File: config.mk
export PLATFORM = sky130hd
export DESIGN_NAME = srr_mod
export DESIGN_NICKNAME = d
export VERILOG_FILES = /design/src/rtl/core/srr_pkg.sv /design/src/rtl/core/srr_mod.sv
export SDC_FILE = /design/constraint.sdc
export NUM_CORES = 2
export LEC_CHECK = 0
export BUFFER_PORTS_ARGS = -buffer_cell sky130_fd_sc_hd__buf_2
export CELL_PAD_IN_SITES_DETAIL_PLACEMENT = 0
export CELL_PAD_IN_SITES_GLOBAL_PLACEMENT = 1
export CORE_UTILIZATION = 46
export DETAILED_ROUTE_END_ITERATION = 10
export PLACE_DENSITY = 0.8
export RECOVER_POWER = 25
export SYNTH_ARGS = -nofsm -noshare
export SYNTH_HDL_FRONTEND = slang
export SYNTH_SLANG_ARGS = --single-unit
File: constraint.sdc
create_clock -name i_clk -period 11.45 [get_ports i_clk]
set_clock_uncertainty 0.2 [all_clocks]
set_input_delay 1.145 -clock i_clk [delete_from_list [all_inputs] [get_ports i_clk]]
set_output_delay 1.145 -clock i_clk [all_outputs]
set_load 0.05 [all_outputs]
File: src/rtl/core/srr_pkg.sv
// Shared widths, generator constants and inter-module beat types
// for seeded_random_in_range. No dependencies.
package srr_pkg;

    localparam int SEED_W   = 32;
    localparam int BOUND_W  = 30;
    localparam int RANGE_W  = 31;
    localparam int NUM_W    = 29;
    localparam int DRAW_W   = 15;
    localparam int REM10K_W = 14;
    localparam int VALUE_W  = 32;

    localparam logic [SEED_W-1:0] LCG_MUL = 32'd214013;
    localparam logic [SEED_W-1:0] LCG_ADD = 32'd2531011;
    localparam logic [NUM_W-1:0]  COMBINE_BASE = 29'd10000;

    localparam int SMALL_RANGE_LIMIT_DEF = 32767;
    localparam int DIV_STEPS_DEF         = 4;

    typedef struct packed {
        logic [NUM_W-1:0]          num;
        logic [RANGE_W-1:0]        den;
        logic signed [BOUND_W-1:0] from;
    } t_mod_req;

    typedef struct packed {
        logic [RANGE_W-1:0]        rem;
        logic [NUM_W-1:0]          num;
        logic [RANGE_W-1:0]        den;
        logic signed [BOUND_W-1:0] from;
    } t_div_st;

endpackage

File: src/rtl/core/srr_mod.sv
// Pipelined restoring remainder unit, DIV_STEPS dividend bits per stage (fewer in the last).
// Depends on srr_pkg.
module srr_mod #(
    parameter int DIV_STEPS = srr_pkg::DIV_STEPS_DEF
) (
    input  logic              i_clk,
    input  logic              i_rst_n,
    input  logic              i_en,
    input  logic              i_valid,
    input  srr_pkg::t_mod_req i_req,
    output logic              o_valid,
    output srr_pkg::t_div_st  o_st
);
    import srr_pkg::*;

    localparam int STAGES = (NUM_W + DIV_STEPS - 1) / DIV_STEPS;

    t_div_st    r_st [STAGES];
    t_div_st    n_st [STAGES];
    logic [STAGES-1:0] r_v;

    for (genvar k = 0; k < STAGES; k++) begin : g_stage
        t_div_st w_in;
        if (k == 0) begin : g_first
            assign w_in = '{rem: '0, num: i_req.num, den: i_req.den, from: i_req.from};
        end else begin : g_next
            assign w_in = r_st[k-1];
        end

        always_comb begin
            n_st[k] = w_in;
            for (int j = 0; j < DIV_STEPS; j++) begin
                if (k * DIV_STEPS + j < NUM_W) begin
                    n_st[k].rem = {n_st[k].rem[RANGE_W-2:0], n_st[k].num[NUM_W-1]};
                    n_st[k].num = {n_st[k].num[NUM_W-2:0], 1'b0};
                    if (n_st[k].rem >= n_st[k].den) begin
                        n_st[k].rem = n_st[k].rem - n_st[k].den;
                    end
                end
            end
        end

        always_ff @(posedge i_clk) begin
            if (i_en) begin
                r_st[k] <= n_st[k];
            end
        end
    end

    always_ff @(posedge i_clk) begin
        if (!i_rst_n) begin
            r_v <= '0;
        end else if (i_en) begin
            r_v <= STAGES'({r_v, i_valid});
        end
    end

    assign o_valid = r_v[STAGES-1];
    assign o_st    = r_st[STAGES-1];
endmodule
### After elaboration in Yosys (flattened, before gate mapping)

Memories as Yosys holds them, arrays and structs flattened.
Cells that the tools add are included.

* add/sub/neg operators: 29
* multiply operators: 0
* divide/modulo/power cells: 0
* magnitude comparators: 29
* eq/ne operators: 0
* shifts and indexed selects: 0
* mux-type cells: 31
* bitwise gates (word level): 0
* reduce and logical (&&, ||, !) cells: 0

Operators by type and width (count)
* $ge 31x31->1: 28
* $mux 30: 21
* $sub 30x30->30: 20
* $mux 31: 8
* $sub 31x31->31: 8
* $ge 1x31->1: 1
* $sub 1x30->30: 1
* $mux 1: 2

* register bits: 8
* latch bits: 0
* bits in writable memories: 960
* ROM bits: 0
* input port bits: 94
* output and inout bits: 122
* logic and storage cells: 91
* memories: 1

Memories
* r_st: depth 8, width 120, read ports 8, clocked after memory_dff 0, write ports 8, line srr_mod.sv:18 `t_div_st r_st [STAGES];`

### Depth between registers and ports, before layout

An unclocked memory read counts as a cell.

* word-level depth: 9
* depth in mapped cells: 53
* gate-level depth less buffers: 46

### Worst setup path after synthesis

OpenSTA, ideal clock, no wires.

* path type: reg-to-reg
* from: memory r_st[0][151] (netlist bit)
* to: memory r_st[0][351] (netlist bit) (data pin)
* setup time: 0.260 ns
* arrival: 10.926 ns
* data required time: 10.990 ns
* slack: 0.064 ns
* cell stages (with the launch flop): 48
* path buffers: 5
* clock period less this slack: 11.386 ns
* cells stage by stage: edfxtp_1 -> inv_1 -> ha_1 -> nor2b_1 -> o31a_1 -> o311a_1 -> o211ai_1 -> nand4_1 -> a31oi_2 -> buf_4 -> mux2_2 -> inv_1 -> ha_1 -> o21a_1 -> o31a_1 -> o41a_1 -> o21bai_1 -> o211ai_2 -> [12 not listed] -> and4_1 -> or3_1 -> buf_2 -> buf_2 -> o21ai_0 -> inv_1 -> ha_1 -> nor2b_1 -> o211ai_1 -> a31oi_1 -> o21ai_0 -> o41ai_1 -> a31oi_1 -> nor2_1 -> a211oi_1 -> a211o_1 -> clkbuf_1 -> mux2_2

RTL lines (line)
* start, declared: srr_mod.sv:18

==> reports/results.txt <==
Placed wire-length estimate -> 199 mm
CP max FO -> 11
Core area -> 168000 um2
Ys Warns -> 0
Max_slew headroom -> 0.298
Total I/O pin count -> 216
Clock Path Buffers -> 3
Num CTS Buffers -> 99
Post-synthesis sequential area ratio -> 0.319
Die Y -> 413 um
Area of the mapped netlist -> 77800 um2
Mapped Cells -> 8167
GP Congestion -> 0.954
WHS Endpoint -> r_st[0][371]$_DFFE_PP_
Max Cap Viol -> 0
Initial Util -> 0.464
Crit-path slowest cell -> edfxtp_1
Die width -> 413 um
WL final -> 248 mm
Worst Max-Slew Pin Slew -> 1.05 ns
Post-synth EDFFs -> 820
Clock slew at reported path FFs -> 0.07 ns
Fraction of layout cells with a size suffix above 1 -> 0.266
Initial DRC Count -> 5327
Overflow after GRT -> 0
Vias -> 68549
Ys async rst share -> 0
Top cell by count, worst path -> buf_4
Slowest stage delay, CP -> 0.48 ns
Min-Delay Path Class -> flop to flop
DR pass1 iterations -> 6
WL per Instance -> 20.8 um
Die ar. -> 171000 um2
Critical R2R Launch -> r_st[1][159]$_DFFE_PP_
Final core utilization -> 0.576
Hold_buf cts -> 0
Depth of the CTS H-tree -> 3
Setup crit end kind -> flop
Top FF cell, synth -> edfxtp_1
Nets@finish -> 10644
Post-Layout Cell Count -> 11941
Fill count -> 14787
Area Overhead vs Synth -> 24.0%
CTS sink count -> 828
# DRC -> 0
Clk_lat worst skew -> 0.78 ns
FF+latch count, synth -> 828
Critical path arrival -> 11.54 ns
Antenna Nets Post-Route -> 0
Drt via density -> 5.74
Min cycle time layout -> 11.23 ns
GRT Total Usage -> 0.277
Syn Area/Cell -> 9.53 um2
Fmax -> 89.0 MHz
Final Max Slew Viols -> 0
IO Port Bufs -> 186
Rows -> 150
Final hold vios -> 0
Final Cycle Share -> 0.981
CP Class -> flop to flop
Initial antenna violation count -> 11
Clock root cell -> clkbuf_16
Status -> finished, final reports clean
CP Launch Type -> flop
R2R setup slack -> 0.22 ns
Worst flop-to-flop path endpoint -> r_st[1][356]$_DFFE_PP_
WP data required -> 11.76 ns
Largest net degree at the start of global routing -> 162
Yosys cell types -> 116
First-pass GRT wire length -> 370 mm
CP Launch Point -> r_st[1][159]$_DFFE_PP_
# setup viols final -> 0
Vias in the first global route -> 64926
Hold_sp -> r_st[0][251]$_DFFE_PP_
R2R depth -> 50
DP Cell Count -> 11639
CTS tree -> yes
Hold Path Depth -> 0
-- cells by family (layout without fill, tap and decap cells) --
family / Yosys count / after routing / synth area share
AO/OA/AOI/OAI: 2486 / 2486 / 0.210
AND/OR/NAND/NOR: 1925 / 1925 / 0.121
adder cells (fa/ha/maj): 898 / 898 / 0.147
flip-flops: 828 / 828 / 0.319
buffers and inverters: 734 / 2272 / 0.0382
XOR/XNOR: 678 / 678 / 0.0763
multiplexers: 617 / 617 / 0.0893
other: 1 / 33 / 0.0000482
-- Yosys cell counts, drive strengths merged (19+ instances only) --
cell,n,share of area
a211oi,74,0.0074
a31o,20,0.0023
nor3,106,0.0070
and3,63,0.0051
nand2b,101,0.0081
o31a,34,0.0038
and2,42,0.0034
nand4,141,0.011
fa,28,0.0072
buf,89,0.0071
o21ai,470,0.031
a21o,404,0.039
o21bai,97,0.0094
or3,38,0.0031
ha,870,0.14
o21a,178,0.017
a21oi,712,0.046
a311oi,20,0.0023
and4,35,0.0039
nand2,509,0.025
edfxtp,820,0.32
xor2,220,0.025
o31ai,54,0.0055
a2111oi,19,0.0025
nand3,145,0.0093
clkbuf,128,0.0062
nand3b,20,0.0019
a211o,23,0.0026
or2,29,0.0023
mux2,548,0.080
nor2b,109,0.0089
mux2i,69,0.0089
xnor2,458,0.052
inv,517,0.025
nor4,30,0.0025
nor2,516,0.025
a21boi,38,0.0037
a31oi,88,0.0080
o211ai,54,0.0053
-- per-layer routing --
metal / vias up / track usage / wire (um)
met4: 0 / 0.0870 / 7380
met3: 326 / 0.0324 / 13600
met5: - / 0 / 0
met1: 32693 / 0.382 / 113000
li1: 33641 / - / -
met2: 1889 / 0.453 / 114000
-- per-stage QoR --
stage / setup WS [ns] / setup TNS [ns] / instance area [um2] / hold WS [ns]
final: 0.218 / 0 / 96500 / 0.208
after CTS: 0.0178 / 0 / 94200 / 0.204
after detailed placement: -0.279 / -20.05 / 90500 / 0.205
after global placement: -0.186 / -4.89 / 90500 / 0.201
after floorplan: 0.0641 / 0 / 77900 / 0.200
after global routing: -0.123 / -10.41 / 96500 / 0.211
-- repair_timing --
item,4_1_cts,5_1_grt
endpoints found under the hold margin,0,0
gates cloned,0,16
setup endpoints to repair,121,205
gates resized for setup,21,278
pin swaps,10,108
buffers inserted,12,88
-- placed cells by master (no fill, tap or decap), types with 96 or more instances in the layout --
cell type,Yosys,routed
mux2_2,512,511
inv_1,516,495
o21ai_0,433,400
clkbuf_16,0,112
xor2_1,220,220
nand2_1,509,507
buf_4,38,1326
nor2b_1,108,105
a21o_1,403,402
nor2_1,516,512
xnor2_1,458,458
nor3_1,104,99
buf_2,41,182
o21bai_1,97,96
nand2b_1,101,100
nand4_1,140,140
o21a_1,177,176
a21oi_1,708,669
nand3_1,145,143
ha_1,870,830
edfxtp_1,820,820
-- worst max-delay path: cells and delay by family, from the launching register on --
family          cells  cell delay, ns
flops               1            0.48
buf+inv            14            2.01
simple gates        7            1.24
compound gates     21            4.31
mux                 4            1.44
fa+ha+maj           4            1.28
-- flip-flops by register name, summed over array words and instances, names as in the netlist --
name / flops
r_v: 8
r_st: 820
-- layout make-up --
type	count	area (um2)	area share
Antenna cell	4	10.0	0.000104
Clock buffer	106	2500	0.0259
Clock inverter	76	990	0.0103
Inverter	517	1940	0.0202
Multi-Input combinational cell	6633	51500	0.534
Sequential cell	828	24800	0.257
Tap cell	2204	2760	0.0286
Timing Repair Buffer	1573	12000	0.125
-- worst max-delay path by stage --
stage | to | slack [ns] | cells after the start
5_1_grt | r_st[1][351]$_DFFE_PP_ | -0.12 | 50
2_1_floorplan | r_st[0][351]$_DFFE_PP_ | 0.06 | 47
3_5_place_dp | r_st[0][232]$_DFFE_PP_ | -0.28 | 44
3_3_place_gp | r_st[0][236]$_DFFE_PP_ | -0.19 | 43
6_report | r_st[1][356]$_DFFE_PP_ | 0.22 | 50
4_1_cts | r_st[1][237]$_DFFE_PP_ | 0.02 | 48
Power is not shown: default switching activity piles up to over one toggle a cycle in this logic, so the estimate is an artifact.
