==> src/rtl/core/srr_pkg.sv <==
// Shared widths, generator constants and inter-module beat types
// for seeded_random_in_range. No dependencies.
package srr_pkg;

    localparam int SEED_W   = 32;
    localparam int BOUND_W  = 30;
    localparam int RANGE_W  = 31;
    localparam int NUM_W    = 29;
    localparam int DRAW_W   = 15;
    localparam int REM10K_W = 14;
    localparam int VALUE_W  = 32;

    localparam logic [SEED_W-1:0] LCG_MUL = 32'd214013;
    localparam logic [SEED_W-1:0] LCG_ADD = 32'd2531011;
    localparam logic [NUM_W-1:0]  COMBINE_BASE = 29'd10000;

    localparam int SMALL_RANGE_LIMIT_DEF = 32767;
    localparam int DIV_STEPS_DEF         = 4;

    typedef struct packed {
        logic [NUM_W-1:0]          num;
        logic [RANGE_W-1:0]        den;
        logic signed [BOUND_W-1:0] from;
    } t_mod_req;

    typedef struct packed {
        logic [RANGE_W-1:0]        rem;
        logic [NUM_W-1:0]          num;
        logic [RANGE_W-1:0]        den;
        logic signed [BOUND_W-1:0] from;
    } t_div_st;

endpackage

==> src/rtl/core/srr_draw.sv <==
// Four-stage front end: range, two generator steps, draw combine.
// Depends on srr_pkg.
module srr_draw #(
    parameter int SMALL_RANGE_LIMIT = srr_pkg::SMALL_RANGE_LIMIT_DEF
) (
    input  logic                              i_clk,
    input  logic                              i_rst_n,
    input  logic                              i_en,
    input  logic                              i_valid,
    input  logic [srr_pkg::SEED_W-1:0]        i_seed,
    input  logic signed [srr_pkg::BOUND_W-1:0] i_from_bound,
    input  logic signed [srr_pkg::BOUND_W-1:0] i_to_bound,
    output logic                              o_valid,
    output srr_pkg::t_mod_req                 o_req
);
    import srr_pkg::*;

    logic [3:0]                r_v;
    logic [SEED_W-1:0]         r1_s, r2_s;
    logic [RANGE_W-1:0]        r1_rng, r2_rng, r3_rng;
    logic                      r1_sm, r2_sm, r3_sm;
    logic signed [BOUND_W-1:0] r1_from, r2_from, r3_from;
    logic [DRAW_W-1:0]         r2_d1, r3_d1;
    logic [NUM_W-1:0]          r3_prod;
    logic [REM10K_W-1:0]       r3_rem;
    t_mod_req                  r4_req;

    logic signed [RANGE_W-1:0] n_diff;
    logic [RANGE_W-1:0]        n_rng;
    logic [DRAW_W-1:0]         n_d2;
    logic [REM10K_W-1:0]       n_rem;

    always_comb begin
        n_diff = RANGE_W'(i_to_bound) - RANGE_W'(i_from_bound);
        n_rng  = (n_diff[RANGE_W-1] ? -n_diff : n_diff) + RANGE_W'(1);
        n_d2   = r2_s[30:16];
        if (n_d2 >= 15'd30000) begin
            n_rem = REM10K_W'(n_d2 - 15'd30000);
        end else if (n_d2 >= 15'd20000) begin
            n_rem = REM10K_W'(n_d2 - 15'd20000);
        end else if (n_d2 >= 15'd10000) begin
            n_rem = REM10K_W'(n_d2 - 15'd10000);
        end else begin
            n_rem = REM10K_W'(n_d2);
        end
    end

    always_ff @(posedge i_clk) begin
        if (!i_rst_n) begin
            r_v <= '0;
        end else if (i_en) begin
            r_v <= {r_v[2:0], i_valid};
        end
    end

    always_ff @(posedge i_clk) begin
        if (i_en) begin
            r1_s    <= i_seed * LCG_MUL + LCG_ADD;
            r1_rng  <= n_rng;
            r1_sm   <= n_rng <= RANGE_W'(SMALL_RANGE_LIMIT);
            r1_from <= i_from_bound;

            r2_s    <= r1_s * LCG_MUL + LCG_ADD;
            r2_d1   <= r1_s[30:16];
            r2_rng  <= r1_rng;
            r2_sm   <= r1_sm;
            r2_from <= r1_from;

            r3_prod <= NUM_W'(r2_d1) * COMBINE_BASE;
            r3_rem  <= n_rem;
            r3_d1   <= r2_d1;
            r3_rng  <= r2_rng;
            r3_sm   <= r2_sm;
            r3_from <= r2_from;

            r4_req.num  <= r3_sm ? NUM_W'(r3_d1) : r3_prod + NUM_W'(r3_rem);
            r4_req.den  <= r3_rng;
            r4_req.from <= r3_from;
        end
    end

    assign o_valid = r_v[3];
    assign o_req   = r4_req;
endmodule

==> config.mk <==
export PLATFORM = sky130hd
export DESIGN_NAME = srr_draw
export DESIGN_NICKNAME = d
export VERILOG_FILES = /design/src/rtl/core/srr_pkg.sv /design/src/rtl/core/srr_draw.sv
export SDC_FILE = /design/constraint.sdc
export NUM_CORES = 2
export LEC_CHECK = 0
export ABC_CLOCK_PERIOD_IN_PS = 10600
export BUFFER_PORTS_ARGS = -buffer_cell sky130_fd_sc_hd__buf_2
export CAP_MARGIN = 10
export CORE_MARGIN = 8
export CORE_UTILIZATION = 60
export DETAILED_ROUTE_END_ITERATION = 8
export GPL_TIMING_DRIVEN = 0
export HOLD_SLACK_MARGIN = 0.1
export PLACE_DENSITY = 0.82
export SLEW_MARGIN = 20
export SYNTH_ARGS = -nofsm -noshare
export SYNTH_HDL_FRONTEND = slang
export SYNTH_SLANG_ARGS = --single-unit
==> constraint.sdc <==
create_clock -name i_clk -period 10.6 [get_ports i_clk]
set_clock_uncertainty 0.2 [all_clocks]
set_input_delay 0.53 -clock i_clk [delete_from_list [all_inputs] [get_ports i_clk]]
set_output_delay 0.53 -clock i_clk [all_outputs]
set_load 0.01 [all_outputs]
[Yosys cells after proc, flatten, opt, wreduce, memory -nomap -nowiden]
Index checks and enable logic that the tools add are counted.
Word-level totals
  input port bits: 96
  output and inout port bits: 91
  register bits after elaboration: 412
  word-level logic and storage cells: 41
Cells by class
  add/subtract/negate cells: 9
  order comparisons: 4
  multiply operators: 3
  muxes and demuxes: 5
Operators by type and width (count)
  2-to-1 mux 14 bit: 3
  adder 32 x 22 -> 32 bit, second input constant: 1
  multiplier 32 x 18 -> 31 bit, second input constant: 1
  multiplier 32 x 18 -> 32 bit, second input constant: 1
  adder 31 x 2 -> 31 bit, second input constant: 1
  adder 31 x 22 -> 31 bit, second input constant: 1
  <= comparator 31 x 15 -> 1 bit, second input constant: 1
  2-to-1 mux 31 bit: 1
  negator 31 bit: 1
  subtractor 30 x 30 -> 31 bit: 1
  >= comparator 15 bit, second input constant: 2
  adder 29 x 14 -> 29 bit: 1
  subtractor 14 bit, second input constant: 2
  multiplier 15 x 10 -> 25 bit, second input constant: 1
  >= comparator 15 x 14 -> 1 bit, second input constant: 1
  2-to-1 mux 15 bit: 1
  subtractor 14 x 12 -> 14 bit, second input constant: 1

[Longest topological paths before layout]
  word-level depth: 5
  mapped depth: 29
  depth with buffers taken out: 26

[Worst setup path before layout]
No wires, ideal clock.
  kind: input -> register
  start: in i_to_bound[0] in the netlist's numbering
  end: reg r1_sm (data pin)
  stages on the path: 29
  path slack: 3870 ps
  arrival time: 6360 ps
  path buffers: 3
  setup time: 170 ps
  data required time: 10230 ps
  cells stage by stage: inv_1 > ha_1 > inv_1 > fa_1 > a21o_1 > a22o_1 > o31a_1 > a31o_2 > o211a_1 > nor2_1 > clkbuf_1 > buf_1 > nand2_1 > o21ai_0 > ha_1 > nand2_1 > nor2_1 > nand3_1 > mux2_2 > a32oi_1 > o211a_1 > and3_1 > clkbuf_1 > nand3_1 > xnor2_1 > or4b_4 > a2111oi_2 > nand3_1 > nor4_2
Between the ends
  longest elaborated chain between the ends: 5
RTL lines
  start: declaration: RTL line srr_draw.sv:12  | input logic signed [srr_pkg::BOUND_W-1:0] i_to_bound,
  subtractor 30 x 30 -> 31 bit *: RTL line srr_draw.sv:34  | n_diff = RANGE_W'(i_to_bound) - RANGE_W'(i_from_bound);
  negator 31 bit: RTL line srr_draw.sv:35  | n_rng = (n_diff[RANGE_W-1] ? -n_diff : n_diff) + RANGE_W'(1);
  2-to-1 mux 31 bit *: RTL line srr_draw.sv:35
  adder 31 x 2 -> 31 bit *: RTL line srr_draw.sv:35
  named net n_rng[20]: RTL line srr_draw.sv:29  | logic [RANGE_W-1:0] n_rng;
  <= comparator 31 x 15 -> 1 bit *: RTL line srr_draw.sv:60  | r1_sm <= n_rng <= RANGE_W'(SMALL_RANGE_LIMIT);
  end signal: assignment: RTL line srr_draw.sv:60
  end: declaration: RTL line srr_draw.sv:21  | logic r1_sm, r2_sm, r3_sm;
The timed path passes the listed nets; every way through them passes the cells marked *.
A chain may end at the register's enable or synchronous reset.

[Worst setup path in the final report]
  start: in i_from_bound[0] in the netlist's numbering
  end: reg r1_sm (data pin)
Between the ends
  longest elaborated chain between the ends: 5
RTL lines
  start: declaration: RTL line srr_draw.sv:11  | input logic signed [srr_pkg::BOUND_W-1:0] i_from_bound,
  subtractor 30 x 30 -> 31 bit *: RTL line srr_draw.sv:34
  negator 31 bit: RTL line srr_draw.sv:35
  2-to-1 mux 31 bit *: RTL line srr_draw.sv:35
  adder 31 x 2 -> 31 bit *: RTL line srr_draw.sv:35
  <= comparator 31 x 15 -> 1 bit *: RTL line srr_draw.sv:60
Mark *: on every way between the ends. The rest lies on a longest branch, timed or not.

==> results_dict.tcl <==
set metrics [dict create \
    yosysWarningCount 0 \
    clk_pin_slew_ps 60 \
    yosysSeqAreaShare_pct 34.8 \
    count_of_cells_resized_by_post_cts_repair 0 \
    postLayoutCellArea_um2 37200 \
    worst-setup-path-type "in2reg" \
    synth.top_cells.by_area "sky130_fd_sc_hd__edfxtp_1, sky130_fd_sc_hd__fa_1, sky130_fd_sc_hd__ha_1" \
    post_drt_via_cell_ratio 5.56 \
    detailedPlace.worstSlack_ps 2190 \
    outcome "completed" \
    post_cts_buffers 0 \
    critPathTopFamily "compound AO/OA/AOI/OAI gates" \
    dominant_combinational_cell_family_by_area_after_synthesis "adder cells" \
    tightestPinTransition_ps 900 \
    required_ps 10770 \
    grt_pass1_vias 23410 \
    maxSlewHeadroom_pct 39.6 \
    cts_tree "yes" \
    setup_violations 0 \
    yosys.area_share.xor_xnor_pct 5.20 \
    start_kind "primary input" \
    finalSetupTns_ps 0 \
    timing.critical_path.arrival_ps 8740 \
    floorplan.rows 86 \
    synth_seq_cells 391 \
    syn2layout_area_growth_pct 10.9 \
    boundaryPins 187 \
    timing.final.max_slew_violations 0 \
    rsz0062_at_grt "no" \
    max_freq_ghz 0.117 \
    floorplan.die.width_um 253 \
    yosys.area.top_type "sky130_fd_sc_hd__edfxtp_1" \
    fin_crit_ps 8570 \
    worst-path-buf-inv 6 \
    clk_latency_ps 570 \
    crit_path_top_delay_cell "sky130_fd_sc_hd__clkbuf_1" \
    dp_hpwl_um 56600 \
    fin_hold_ws_ps 158 \
    finalHoldViolations 0 \
    syn_nets 3681 \
    setup.worst_path.end_class "flop" \
    grt_pass1_wl_um 117000 \
    synth_simple_gate_area_share_pct 6.51 \
    post_cts_hold_buffer_count 32 \
    floorplan.die_area_um2 63800 \
    chipHeight_um 253 \
    cts-root-to-sink-buffers 3 \
    remaining_drc_errors 0 \
    routedWlPerCell_um 18.2 \
    net_count_final 3947 \
    drtPass1Iterations 7 \
    total_routing_usage_reported_by_global_routing_pct 22.5 \
    htree_levels 2 \
    detail_route.wirelength_um 70300 \
    nFillCells 3899 \
    route.vias.total 21497 \
    post_dp_cell_area_um2 35500 \
    synth_area_um2 33600 \
    synth_ff_type "sky130_fd_sc_hd__edfxtp_1" \
    worst-path-max-fanout 10 \
    clk_sinks 391 \
    ant_nets 0 \
    grt_start_max_net_pins 113 \
    syn-instance-count 2818 \
    detailed_router_s_first_iteration_violation_count 1382 \
    synthMostInstantiatedCell "sky130_fd_sc_hd__inv_1" \
    port-buffer-count 185 \
    syn_area_cell_um2 11.9 \
    synth_common_cells "sky130_fd_sc_hd__inv_1, sky130_fd_sc_hd__fa_1, sky130_fd_sc_hd__edfxtp_1" \
    overflow 0 \
    cp_slowest_stage_delay_ps 570 \
    synth_edf_count 387 \
    drive_above_1_share_pct 10.2 \
    antenna_found_initial 3 \
    tritoncts_buffers 44 \
    synthDistinctLibCells 103 \
    synth-compound-area-share_pct 8.22 \
    worstHoldPathType "in2reg" \
    synth-adder-area-share_pct 37.5 \
    cts.root.buffer_cell "sky130_fd_sc_hd__clkbuf_16" \
    fin_crit_sh_pct 80.8 \
    core_area_um2 55200 \
    routabilityCongestion 0.906 \
    timing.max_cap.violations 0 \
    post_synthesis_mux_area_share_pct 0.566 \
    starting_density_of_the_core_pct 60.8 \
    async_reset_ff_share_pct 0 \
    synth_largest_type_area_fraction_pct 34.6 \
    post-route-worst-setup-slack_ps 2030 \
]
per-stage QoR:
step           instances  util (%)
6_report            3866      67.5
5_1_grt             3866      67.5
4_1_cts             3865      67.5
3_5_place_dp        3754      64.4
3_3_place_gp        3751      64.2
2_1_floorplan       2818         -
state kept, by name, indices dropped and copies added (netlist names):
name	flops
o_req	90
r1_rng	31
r1_s	31
r2_rng	31
r3_rng	31
r1_from	30
r2_from	30
r3_from	30
r3_prod	21
r2_d1	15
r2_s	15
r3_d1	15
r3_rem	14
r_v	4
r1_sm	1
r2_sm	1
r3_sm	1
cells in the final DEF, fill, tap and decap left out, types with 8 or more instances in the layout:
cell and count:
sky130_fd_sc_hd__a211oi_1 11, sky130_fd_sc_hd__a21o_1 34, sky130_fd_sc_hd__a21oi_1 105, sky130_fd_sc_hd__a31oi_1 20, sky130_fd_sc_hd__and2_1 15, sky130_fd_sc_hd__and3_1 23, sky130_fd_sc_hd__buf_2 189, sky130_fd_sc_hd__clkbuf_1 35
sky130_fd_sc_hd__clkbuf_16 45, sky130_fd_sc_hd__clkinv_2 8, sky130_fd_sc_hd__dlygate4sd3_1 32, sky130_fd_sc_hd__edfxtp_1 387, sky130_fd_sc_hd__fa_1 399, sky130_fd_sc_hd__ha_1 368, sky130_fd_sc_hd__inv_1 594, sky130_fd_sc_hd__mux2_2 8
sky130_fd_sc_hd__mux2i_1 10, sky130_fd_sc_hd__nand2_1 83, sky130_fd_sc_hd__nand2b_1 13, sky130_fd_sc_hd__nand3_1 42, sky130_fd_sc_hd__nand4_1 16, sky130_fd_sc_hd__nor2_1 89, sky130_fd_sc_hd__nor2b_1 21, sky130_fd_sc_hd__nor3_1 42
sky130_fd_sc_hd__nor3b_1 10, sky130_fd_sc_hd__o211ai_1 11, sky130_fd_sc_hd__o21a_1 21, sky130_fd_sc_hd__o21ai_0 71, sky130_fd_sc_hd__o21bai_1 17, sky130_fd_sc_hd__or3_1 17, sky130_fd_sc_hd__xnor2_1 142, sky130_fd_sc_hd__xor2_1 51
worst register-to-register path: cells and delay by family (launching register included):
| family | cells | cell delay [ps] |
|---|---|---|
| xor+xnor | 1 | 120 |
| compound gates | 10 | 2260 |
| fa+ha+maj | 7 | 3290 |
| flops | 1 | 630 |
| simple gates | 1 | 290 |
| buf+inv | 2 | 110 |
routing by layer:
layer	track usage [%]	up-vias	wire length [µm]
met5	0	-	0
met4	6.17	0	1730
met3	3.40	147	3640
met2	38.8	604	34900
met1	29.5	10731	30100
li1	-	10015	-
final cells by class:
| cell class | instances | area (µm²) | share of cell area [%] |
|---|---|---|---|
| Tap cell | 748 | 936 | 2.51 |
| Clock buffer | 53 | 1160 | 3.10 |
| Multi-Input combinational cell | 1792 | 19500 | 52.3 |
| Timing Repair Buffer | 220 | 1340 | 3.59 |
| Sequential cell | 391 | 11700 | 31.4 |
| Inverter | 594 | 2230 | 5.99 |
| Buffer | 41 | 179 | 0.480 |
| Clock inverter | 26 | 229 | 0.615 |
| Antenna cell | 1 | 2.50 | 0.00672 |
kinds of logic (layout without fill, tap and decap cells):
| kind of cell | after synthesis | count (layout) |
|---|---|---|
| adders and majority gates | 767 | 767 |
| buffers and inverters | 635 | 934 |
| and+or+nand+nor | 417 | 417 |
| AOI/OAI and AO/OA | 394 | 394 |
| DFF | 391 | 391 |
| xor gates and xnor gates | 196 | 196 |
| muxes | 18 | 18 |
| other | 0 | 1 |
path summary, 6_finish.rpt:
| kind | depth (start not counted) | to | start | slack (ps) |
|---|---|---|---|---|
| setup / recovery | 30 | r1_sm | i_from_bound[0] | 2030 |
| setup reg to reg | 21 | r2_s[30] | r1_s[5] | 3450 |
| hold / removal | 2 | r1_s[0] | i_seed[0] | 160 |
| hold reg to reg | 0 | r2_from[1] | r1_from[1] | 210 |
Power is not shown: default switching activity piles up to over one toggle a cycle in this logic, so the estimate is an artifact.
